<file path="src/sv/ipv6c_pkg.sv">
// Shared types and constants for the IPv6 address text compressor.
package ipv6c_pkg;

  localparam logic [7:0]  CH_COLON   = 8'h3A;
  localparam logic [7:0]  CH_ZERO    = 8'h30;
  localparam logic [31:0] ZERO_GROUP = 32'h3030_3030;
  localparam int unsigned MAX_CHARS  = 5;
  localparam logic [2:0]  LAST_POS   = 3'd7;

  typedef enum logic [2:0] {
    PH_NONE = 3'b001,
    PH_RUN  = 3'b010,
    PH_DONE = 3'b100
  } phase_t;

  typedef struct packed {
    logic [MAX_CHARS-1:0][7:0] chars;
    logic [2:0]                cnt;
    logic                      last;
  } burst_t;

endpackage

</file>
<file path="src/sv/ipv6c_decode.sv">
// Turns one registered group into its list of output characters.
module ipv6c_decode import ipv6c_pkg::*; (
  input  logic [31:0] group_text,
  input  logic [2:0]  pos,
  input  phase_t      phase,
  output burst_t      burst
);

  logic       zero;
  logic       last;
  logic [2:0] lead;
  logic [2:0] ndig;
  logic [2:0] src;

  always_comb begin
    zero = (group_text == ZERO_GROUP);
    last = (pos == LAST_POS);
    priority if (group_text[31:24] != CH_ZERO) begin
      lead = 3'd0;
    end else if (group_text[23:16] != CH_ZERO) begin
      lead = 3'd1;
    end else if (group_text[15:8] != CH_ZERO) begin
      lead = 3'd2;
    end else begin
      lead = 3'd3;
    end
    ndig = 3'd4 - lead;
    src  = 3'd0;

    burst.last = last;
    burst.cnt  = 3'd0;
    for (int k = 0; k < MAX_CHARS; k++) begin
      burst.chars[k] = CH_COLON;
    end

    if (zero) begin
      unique case (phase)
        PH_NONE: begin
          burst.cnt = (pos == 3'd0) ? 3'd2 : 3'd1;
        end
        PH_RUN: begin
          burst.cnt = 3'd0;
        end
        default: begin
          burst.chars[0] = CH_ZERO;
          burst.cnt      = last ? 3'd1 : 3'd2;
        end
      endcase
    end else begin
      for (int k = 0; k < MAX_CHARS; k++) begin
        src = lead + 3'(k);
        if (3'(k) < ndig) begin
          burst.chars[k] = group_text[31 - 8*src[1:0] -: 8];
        end
      end
      burst.cnt = ndig + (last ? 3'd0 : 3'd1);
    end
  end

endmodule

</file>
<file path="src/sv/ipv6c_emit.sv">
// Serializes a character list onto the result channel, one item per cycle while out_stall is low.
module ipv6c_emit import ipv6c_pkg::*; (
  input  logic       clk,
  input  logic       rst_n,
  input  logic       burst_valid,
  input  burst_t     burst,
  output logic       burst_free,
  output logic       out_valid,
  input  logic       out_stall,
  output logic [7:0] out_char,
  output logic       out_group_done,
  output logic       out_address_done
);

  logic [2:0] idx_r, idx_nxt;
  logic       valid_r, valid_nxt;
  logic [7:0] char_r;
  logic       gdone_r;
  logic       adone_r;
  logic       out_load;
  logic       emit;
  logic       last_char;

  always_comb begin
    out_load   = !valid_r || !out_stall;
    emit       = burst_valid && (burst.cnt != 3'd0) && out_load;
    last_char  = (idx_r == burst.cnt - 3'd1);
    burst_free = burst_valid && ((burst.cnt == 3'd0) || (out_load && last_char));
    idx_nxt    = idx_r;
    if (emit) begin
      idx_nxt = last_char ? 3'd0 : idx_r + 3'd1;
    end
    valid_nxt = out_load ? emit : valid_r;
  end

  always_ff @(posedge clk) begin
    if (!rst_n) begin
      idx_r   <= 3'd0;
      valid_r <= 1'b0;
    end else begin
      idx_r   <= idx_nxt;
      valid_r <= valid_nxt;
    end
  end

  always_ff @(posedge clk) begin
    if (emit) begin
      char_r  <= burst.chars[idx_r];
      gdone_r <= last_char;
      adone_r <= last_char && burst.last;
    end
  end

  assign out_valid        = valid_r;
  assign out_char         = char_r;
  assign out_group_done   = gdone_r;
  assign out_address_done = adone_r;

endmodule

</file>
<file path="src/sv/ipv6_address_text_compressor_core.sv">
// IPv6 address text compressor: full-form groups in, compressed text characters out.
//
// Input channel: in_valid / in_stall carry one group of four ASCII characters per
// item on in_group_text, first character in bits 31..24. Eight items make one
// address; the ninth starts the next address.
// Result channel: out_valid / out_stall carry one character per item on out_char,
// with out_group_done on the last character of a group and out_address_done on
// the last character of group 7. Groups of the first zero run after its first emit nothing.
// An accepted group is registered, then each character is registered again on out_char.
// Throughput: one character per cycle while out_stall is low; a group holds the
// input register until it has emitted all its characters (one to five), and a
// group that emits none frees it. The serializer over the registered group sets this rate.
// Reset (rst_n low, synchronous) empties the pipeline and returns to group 0 with
// no zero run seen. While out_stall is high the result item holds, and the input
// register fills and raises in_stall until the pending characters move on.
module ipv6_address_text_compressor_core import ipv6c_pkg::*; (
  input  logic        clk,
  input  logic        rst_n,
  input  logic        in_valid,
  output logic        in_stall,
  input  logic [31:0] in_group_text,
  output logic        out_valid,
  input  logic        out_stall,
  output logic [7:0]  out_char,
  output logic        out_group_done,
  output logic        out_address_done
);

  logic        q_valid_r, q_valid_nxt;
  logic [31:0] q_group_r;
  logic [2:0]  q_pos_r;
  phase_t      q_phase_r;
  logic [2:0]  pos_r, pos_nxt;
  phase_t      phase_r, phase_nxt;
  logic        accept;
  logic        in_zero;
  logic        burst_free;
  burst_t      burst;

  always_comb begin
    in_stall    = q_valid_r && !burst_free;
    accept      = in_valid && !in_stall;
    in_zero     = (in_group_text == ZERO_GROUP);
    q_valid_nxt = accept ? 1'b1 : (burst_free ? 1'b0 : q_valid_r);
    pos_nxt     = pos_r;
    phase_nxt   = phase_r;
    if (accept) begin
      if (pos_r == LAST_POS) begin
        pos_nxt   = 3'd0;
        phase_nxt = PH_NONE;
      end else begin
        pos_nxt = pos_r + 3'd1;
        if (in_zero && phase_r == PH_NONE) begin
          phase_nxt = PH_RUN;
        end else if (!in_zero && phase_r == PH_RUN) begin
          phase_nxt = PH_DONE;
        end
      end
    end
  end

  always_ff @(posedge clk) begin
    if (!rst_n) begin
      q_valid_r <= 1'b0;
      pos_r     <= 3'd0;
      phase_r   <= PH_NONE;
    end else begin
      q_valid_r <= q_valid_nxt;
      pos_r     <= pos_nxt;
      phase_r   <= phase_nxt;
    end
  end

  always_ff @(posedge clk) begin
    if (accept) begin
      q_group_r <= in_group_text;
      q_pos_r   <= pos_r;
      q_phase_r <= phase_r;
    end
  end

  ipv6c_decode u_decode (
    .group_text (q_group_r),
    .pos        (q_pos_r),
    .phase      (q_phase_r),
    .burst      (burst)
  );

  ipv6c_emit u_emit (
    .clk              (clk),
    .rst_n            (rst_n),
    .burst_valid      (q_valid_r),
    .burst            (burst),
    .burst_free       (burst_free),
    .out_valid        (out_valid),
    .out_stall        (out_stall),
    .out_char         (out_char),
    .out_group_done   (out_group_done),
    .out_address_done (out_address_done)
  );

endmodule

</file>
<file path="config.mk">
export PLATFORM = sky130hd
export DESIGN_NAME = ipv6_address_text_compressor_core
export DESIGN_NICKNAME = d
export VERILOG_FILES = /design/src/sv/ipv6c_pkg.sv /design/src/sv/ipv6c_decode.sv /design/src/sv/ipv6c_emit.sv /design/src/sv/ipv6_address_text_compressor_core.sv
export SDC_FILE = /design/constraint.sdc
export NUM_CORES = 1
export LEC_CHECK = 0
export BUFFER_PORTS_ARGS = -buffer_cell sky130_fd_sc_hd__buf_2
export CORE_MARGIN = 1
export CORE_UTILIZATION = 52
export DETAILED_ROUTE_END_ITERATION = 10
export PLACE_DENSITY = 0.81
export SYNTH_ARGS = -nofsm -noshare
export SYNTH_HDL_FRONTEND = slang
export SYNTH_SLANG_ARGS = --single-unit
</file>
<file path="constraint.sdc">
create_clock -name clk -period 4.3 [get_ports clk]
set_input_delay 1.075 -clock clk [delete_from_list [all_inputs] [get_ports clk]]
set_output_delay 1.075 -clock clk [all_outputs]
set_load 0.02 [all_outputs]
</file>
# Word-level counts from Yosys, hierarchy flattened
# Cells that the tools add are included.
[classes] addsub=14 multipliers=0 n_div=0 n_lt_le_gt_ge=6 eq_ne=12 shift=5 n_mux=24 bitwise=0 n_reduce_logical=23
[op_table] cell="39-bit by 33-bit variable part select with 8-bit output" count=5
[op_table] cell="32-bit by 30-bit == test with 1-bit output, second input constant" count=2
[op_table] cell="8-bit 2-to-1 mux" count=6
[op_table] cell="32-bit 2-to-1 mux" count=1
[op_table] cell="5-bit by 5-bit subtractor with 6-bit output, first input constant" count=5
[op_table] cell="8-bit binary-select mux with 3-bit select" count=1
[op_table] cell="8-bit by 6-bit != test with 1-bit output, second input constant" count=3
[op_table] cell="3-bit 2-to-1 mux" count=7
[op_table] cell="11-bit 2-to-1 mux" count=1
[op_table] cell="1-bit logical AND" count=9
[op_table] cell="3-bit by 1-bit adder with 3-bit output, second input constant" count=2
[op_table] cell="3-bit by 1-bit == test with 1-bit output, second input constant" count=2
[op_table] cell="3-bit by 2-bit == test with 1-bit output, second input constant" count=2
[op_table] cell="3-bit == test, second input constant" count=2
[op_table] cell="3-bit logical NOT" count=2
[op_table] cell="1-bit by 3-bit < comparator with 1-bit output, first input constant" count=2
[op_table] cell="2-bit by 3-bit < comparator with 1-bit output, first input constant" count=2
[op_table] cell="3-bit one-hot mux with 2 select lines" count=1
[op_table] cell="3-bit nonzero test" count=2
[op_table] cell="1-bit logical NOT" count=5
[op_table] cell="2-bit by 1-bit adder with 2-bit output, second input constant" count=2
[op_table] cell="2-bit adder, second input constant" count=2
[op_table] cell="3-bit by 4-bit < comparator with 1-bit output, second input constant" count=1
[op_table] cell="1-bit 2-to-1 mux" count=4
[op_table] cell="11 further kinds" count=13
[totals] ff_bits=59 latchBits=0 mem_bits_rw=0 romBits=0 out_inout_bits=12 wordCells=95 memories=0

# Logic depth before layout (Yosys ltp)
[logic_depth] word_depth=18 ltp_mapped=15 depth_no_buf=13

# By module
# From an unflattened synthesis, not the netlist that was laid out.
[hier_totals] hier_cells=327 hier_area_um2=3641.0
[modules_own_cells] module="ipv6_address_text_compressor_core" n_inst=1 cells_each=88 area_per_inst_um2=1566.5
[modules_own_cells] module="ipv6c_decode" n_inst=1 cells_each=161 area_per_inst_um2=1132.3
[modules_own_cells] module="ipv6c_emit" n_inst=1 cells_each=78 area_per_inst_um2=942.2

# Worst setup path before layout
# Ideal clock, no wire load.
[synth_path] path_kind="register to register" from="register q_group_r[30]" to="register q_group_r[0] (enable)" setup_ps=392 t_arrival_ps=4174 required_time_ps=3908 path_slack_ps=-267 stages_incl_launch_ff=16 n_path_buf=2 synth_period_minus_slack_ps=4567 cell_sequence="edfxtp_1 or4_4 or4_4 buf_6 inv_6 buf_12 ha_1 ha_1 mux2i_1 ha_1 xor2_1 nand2b_1 mux2i_2 o211a_1 o21ai_1 inv_1"
[synth_via] elab_chain_len=14
[synth_lines] item="from (decl)" line="ipv6_address_text_compressor_core.sv:30" source="logic [31:0] q_group_r;"
[synth_lines] item="from (signal assigned)" line="ipv6_address_text_compressor_core.sv:76" source="q_group_r <= in_group_text;"
[synth_lines] item="8-bit by 6-bit != test with 1-bit output" line="ipv6c_decode.sv:18" source="priority if (group_text[31:24] != CH_ZERO) begin"
[synth_lines] item="3-bit 2-to-1 mux" line="ipv6c_decode.sv:18"
[synth_lines] item="3-bit subtractor" line="ipv6c_decode.sv:27" source="ndig = 3'd4 - lead;"
[synth_lines] item="3-bit adder" line="ipv6c_decode.sv:56" source="burst.cnt = ndig + (last ? 3'd0 : 3'd1);"
[synth_lines] item="11-bit 2-to-1 mux (*)" line="ipv6c_decode.sv:36" source="if (zero) begin"
[synth_lines] item="3-bit by 1-bit subtractor with 3-bit output" line="ipv6c_emit.sv:27" source="last_char = (idx_r == burst.cnt - 3'd1);"
[synth_lines] item="3-bit == test" line="ipv6c_emit.sv:27"
[synth_lines] item="1-bit logical AND" line="ipv6c_emit.sv:28" source="burst_free = burst_valid && ((burst.cnt == 3'd0) || (out_load && last_char));"
[synth_lines] item="1-bit logical OR (*)" line="ipv6c_emit.sv:28"
[synth_lines] item="1-bit logical AND (*)" line="ipv6c_emit.sv:28"
[synth_lines] item="1-bit logical NOT (*)" line="ipv6_address_text_compressor_core.sv:41" source="in_stall = q_valid_r && !burst_free;"
[synth_lines] item="1-bit logical AND (*)" line="ipv6_address_text_compressor_core.sv:41"
[synth_lines] item="1-bit logical NOT (*)" line="ipv6_address_text_compressor_core.sv:42" source="accept = in_valid && !in_stall;"
[synth_lines] item="1-bit logical AND (*)" line="ipv6_address_text_compressor_core.sv:42"
[synth_lines] item="net accept" line="ipv6_address_text_compressor_core.sv:35" source="logic accept;"
# The timed path passes the listed nets; every way through them passes the cells marked *.
# A chain may end at the register's enable or synchronous reset.

# Worst setup path in the final report
[layout_path] from="register q_group_r[22]" to="output in_stall"
[layout_via] elab_chain_len=13
[layout_lines] item="8-bit by 6-bit != test with 1-bit output" line="ipv6c_decode.sv:20" source="end else if (group_text[23:16] != CH_ZERO) begin"
[layout_lines] item="3-bit 2-to-1 mux" line="ipv6c_decode.sv:20"
[layout_lines] item="3-bit 2-to-1 mux" line="ipv6c_decode.sv:18"
[layout_lines] item="3-bit subtractor" line="ipv6c_decode.sv:27"
[layout_lines] item="3-bit adder" line="ipv6c_decode.sv:56"
[layout_lines] item="11-bit 2-to-1 mux (*)" line="ipv6c_decode.sv:36"
[layout_lines] item="3-bit by 1-bit subtractor with 3-bit output" line="ipv6c_emit.sv:27"
[layout_lines] item="3-bit == test" line="ipv6c_emit.sv:27"
[layout_lines] item="1-bit logical AND" line="ipv6c_emit.sv:28"
[layout_lines] item="1-bit logical OR (*)" line="ipv6c_emit.sv:28"
[layout_lines] item="1-bit logical AND (*)" line="ipv6c_emit.sv:28"
[layout_lines] item="1-bit logical NOT (*)" line="ipv6_address_text_compressor_core.sv:41"
[layout_lines] item="1-bit logical AND (*)" line="ipv6_address_text_compressor_core.sv:41"
[layout_lines] item="to (decl)" line="ipv6_address_text_compressor_core.sv:20" source="output logic in_stall,"
# Every way passes the cells marked *; elsewhere a longest branch is shown, timed or not.

==> qor.log <==
qor: hold_path.holdPathEnd q_pos_r[1]
qor: synthesis.portion_of_the_post_synthesis_area_used_by_sequential_elements 47.2%
qor: sta.achievable-frequency 0.216 GHz
qor: grt.first_pass_grt_wire_length 15000 microns
qor: cts.max-clock-path-buffers 2
qor: cts.post_cts_hold_buffer_count 0
qor: sta.timing.final.crit_period 4640 ps
qor: synthesis.yosys.area.top_type_share 40.9%
qor: worst_setup_path.crit_path_required_time 3220 ps
qor: power_and_ir_drop.irDropWorstVdd 0.216 mV
qor: grt.grt_remaining_overflow 0
qor: hold_path.worstHoldPathType reg -> reg
qor: floorplanning.design.portCount 48
qor: cells_and_area.diodes 0
qor: detailed_routing.routedWlPerCell 18.4 microns
qor: sta.final_max_slew_viol_count 0
qor: synthesis.ys_async_sr_fraction 0%
qor: sta.clock_skew 8.90 ps
qor: placed_design.io_buffer_count 47
qor: synthesis.synth_fp_nets 391
qor: cells_and_area.finalNetCount 468
qor: sta.max-slew-margin-rel 50.5%
qor: placed_design.finalWeightedCongestion 0.959
qor: cts.tritoncts.num_buffers 9
qor: detailed_routing.wirelength 9260 microns
qor: placed_design.place.detailed.hpwl 6860 microns
qor: floorplanning.floorplan.initialDensity 54.5%
qor: cells_and_area.layout-drive-gt1-share 28.8%
qor: grt.first_global_vias 2975
qor: worst_setup_path.critical_path.max_fanout 15
qor: synthesis.synth_area_leaders sky130_fd_sc_hd__edfxtp_1, sky130_fd_sc_hd__dfxtp_1, sky130_fd_sc_hd__a21oi_1, sky130_fd_sc_hd__ha_1, sky130_fd_sc_hd__o21ai_0
qor: synthesis.post_synthesis_register_bit_count 59
qor: cells_and_area.num-fill-cells 497
qor: sta.rsz0062_at_grt yes
qor: sta.setup_violations 1
qor: grt.grt_antenna_before_repair 0
qor: cells_and_area.final_design_area_no_fill 4340 sq um
qor: worst_setup_path.timing.reg2reg.setup_slack 210 ps
qor: worst_setup_path.worst-r2r-cell-count 15
qor: floorplanning.core_area 6460 sq um
qor: detailed_routing.drtPass1Iterations 9
qor: cts.clkTransAtPathRegs 70 ps
qor: detailed_routing.ant_nets 0
qor: sta.setup_ws -335 ps
qor: synthesis.synthFlopType sky130_fd_sc_hd__edfxtp_1
qor: run_status.outcome complete, but fails checks
qor: worst_setup_path.timing_worst_setup_path_type reg -> out
qor: detailed_routing.drt_first_iter_violations 317
qor: sta.measured_slew_at_the_worst_slew_check_pin 735 ps
qor: cts.cts_root_buf sky130_fd_sc_hd__clkbuf_8
qor: cts.worstSkewPairLatency 340 ps
qor: detailed_routing.routed_via_count_divided_by_cell_count 6.30
qor: placed_design.post-place-ws -63.5 ps
qor: synthesis.synth_largest_area_cell sky130_fd_sc_hd__edfxtp_1
qor: sta.timing.final.crit_share 108%
qor: floorplanning.die_area 7100 sq um
qor: synthesis.yosys.cell_types.count 63
qor: run_status.violations design-rule violations, negative setup slack
qor: placed_design.post_dp_cell_area 4050 sq um
qor: cells_and_area.synthToLayoutAreaGrowth 23.2%
qor: grt.global_route.usage.total 27.4%
qor: detailed_routing.vias 3176
qor: sta.finalHoldViolCount 0
qor: floorplanning.die_height 84.3 microns
qor: sta.hold_ws 478 ps
qor: detailed_routing.post-route-drc-count 4
qor: cts.clock_tree.htree_level_count 3
qor: cts.cts_tree built
qor: hold_path.worstHoldPathCells 0
qor: floorplanning.dieWidth 84.3 microns
qor: worst_setup_path.reg2reg_from q_group_r[22]
qor: worst_setup_path.cp.arrival 3560 ps
qor: synthesis.mappedNetlistArea 3520 sq um
qor: worst_setup_path.worst_r2r_endpoint q_group_r[19]
qor: worst_setup_path.worst_setup_path_start_kind register
qor: floorplanning.rows 29
qor: flow_run.drv.max_cap_violation_count 0
qor: synthesis.synthesis.yosys.warnings 0
qor: power_and_ir_drop.p_leak 1.64 nW
qor: hold_path.min-delay-start pos_r[1]
qor: grt.pin_count_of_the_biggest_net_entering_global_routing 33
qor: synthesis.synth_enable_flop_cells 48
qor: cts.numClockSinks 59
qor: power_and_ir_drop.power-per-cell-area 328 nW/um^2
qor: synthesis.synth.avg_cell_area 10.2 sq um
qor: synthesis.post_synth_inst_count 345
qor: worst_setup_path.critical_path.endpoint_type output pin
-- worst max-delay path by stage --
stage               slack (ps)        to  cells after the start          start
finish                    -340  in_stall                     12  q_group_r[22]
detailed placement         -60  in_stall                     13  q_group_r[18]
global placement           -40  in_stall                     13  q_group_r[18]
CTS                       -390  in_stall                     13  q_group_r[25]
floorplan                 -130  in_stall                     14  q_group_r[18]
global route              -510  in_stall                     13  q_group_r[22]
-- routing by layer --
layer / part of all wire (%) / up-vias / track usage, %
met5: 0 / - / 0
met4: 3.2 / 0 / 12.1
met3: 6.8 / 34 / 5.90
met2: 45 / 161 / 42.9
met1: 45 / 1482 / 36.8
li1: - / 1499 / -
-- registers in the layout, summed over array words and instances, names as in the netlist --
name,count
u_emit.out_address_done,1
u_emit.out_group_done,1
q_pos_r,3
u_emit.idx_r,3
u_emit.out_valid,1
u_emit.out_char,8
q_valid_r,1
phase_r,3
q_group_r,32
pos_r,3
q_phase_r,3
-- cell families (layout without fill, tap and decap cells) --
group	count (synthesis)	in the layout	synth area share (%)
buf+inv	37	119	4.76
compound gates	122	122	23.6
simple gates	101	101	16.2
flops	59	59	47.2
fa+ha+maj	10	10	3.55
mux	13	13	3.87
xor+xnor	3	3	0.746
-- cell usage in the layout, fill, tap and decap left out, types with 4 or more instances in the layout --
master	Yosys	layout
sky130_fd_sc_hd__edfxtp_1	48	48
sky130_fd_sc_hd__buf_2	0	46
sky130_fd_sc_hd__buf_4	0	36
sky130_fd_sc_hd__a21oi_1	31	31
sky130_fd_sc_hd__o21ai_0	25	25
sky130_fd_sc_hd__nand2_1	21	21
sky130_fd_sc_hd__inv_1	18	17
sky130_fd_sc_hd__nor2_1	18	17
sky130_fd_sc_hd__nand3_1	12	12
sky130_fd_sc_hd__clkbuf_8	0	11
sky130_fd_sc_hd__dfxtp_1	11	11
sky130_fd_sc_hd__nand2b_1	9	9
sky130_fd_sc_hd__mux2i_1	10	9
sky130_fd_sc_hd__a2bb2oi_1	7	7
sky130_fd_sc_hd__o211ai_1	7	7
sky130_fd_sc_hd__ha_1	10	7
sky130_fd_sc_hd__nor3_1	6	6
sky130_fd_sc_hd__a21boi_0	6	6
sky130_fd_sc_hd__nor4_1	5	5
sky130_fd_sc_hd__a31oi_1	5	5
sky130_fd_sc_hd__nor4bb_1	4	4
sky130_fd_sc_hd__or3_1	4	4
sky130_fd_sc_hd__o32ai_1	4	4
sky130_fd_sc_hd__o22ai_1	4	4
sky130_fd_sc_hd__nor4b_1	4	4
-- critical path: stages, from the launching register on --
cell and delay, ps:
sky130_fd_sc_hd__edfxtp_1 390, sky130_fd_sc_hd__or4_4 550, sky130_fd_sc_hd__or4_4 550, sky130_fd_sc_hd__buf_4 220
sky130_fd_sc_hd__a211oi_2 260, sky130_fd_sc_hd__a21oi_1 120, sky130_fd_sc_hd__ha_4 300, sky130_fd_sc_hd__xor2_2 150
sky130_fd_sc_hd__nand2b_1 80, sky130_fd_sc_hd__mux2i_2 170, sky130_fd_sc_hd__o211a_1 250, sky130_fd_sc_hd__nor2_4 50
sky130_fd_sc_hd__buf_6 130
-- cells in the mapped netlist (9+ instances only) --
master	count
sky130_fd_sc_hd__mux2i_1	10
sky130_fd_sc_hd__nor2_1	18
sky130_fd_sc_hd__ha_1	10
sky130_fd_sc_hd__nand3_1	12
sky130_fd_sc_hd__nand2b_1	9
sky130_fd_sc_hd__edfxtp_1	48
sky130_fd_sc_hd__clkbuf_1	15
sky130_fd_sc_hd__dfxtp_1	11
sky130_fd_sc_hd__nand2_1	21
sky130_fd_sc_hd__o21ai_0	25
sky130_fd_sc_hd__inv_1	18
sky130_fd_sc_hd__a21oi_1	31
-- final cells by class --
class	count	area (sq um)	share of cell area [%]
Inverter	19	80.1	1.85
Clock buffer	12	155	3.58
Timing Repair Buffer	84	532	12.3
Tap cell	77	96.3	2.22
Clock inverter	4	50.0	1.15
Sequential cell	59	1660	38.3
Multi-Input combinational cell	249	1760	40.7
-- power breakdown --
part / internal, mW / total [mW] / switching, mW
registers: 0.666 / 0.698 / 0.0320
logic: 0.0930 / 0.208 / 0.115
clock network: 0.298 / 0.519 / 0.221
total: 1.06 / 1.43 / 0.369
-- what timing repair did --
action / in CTS / in global routing
endpoints found under the setup margin: 1 / 33
endpoints found under the hold margin: 0 / 0
pin swaps: 5 / 4
resized for setup: 4 / 4
setup buffers: 4 / 2
-- metrics by stage --
step | util (%) | TNS, ps | total power [mW] | cells
finish | 67.2 | -335 | 1.43 | 504
global route | 67.2 | -547 | 1.48 | 504
CTS | 66.5 | -387 | 1.42 | 502
detailed placement | 62.7 | -63.5 | 0.904 | 482
global placement | 62.7 | -40.6 | 0.900 | 482
floorplan | - | -131 | 0.820 | 345
(Power assumes the default switching activity.)
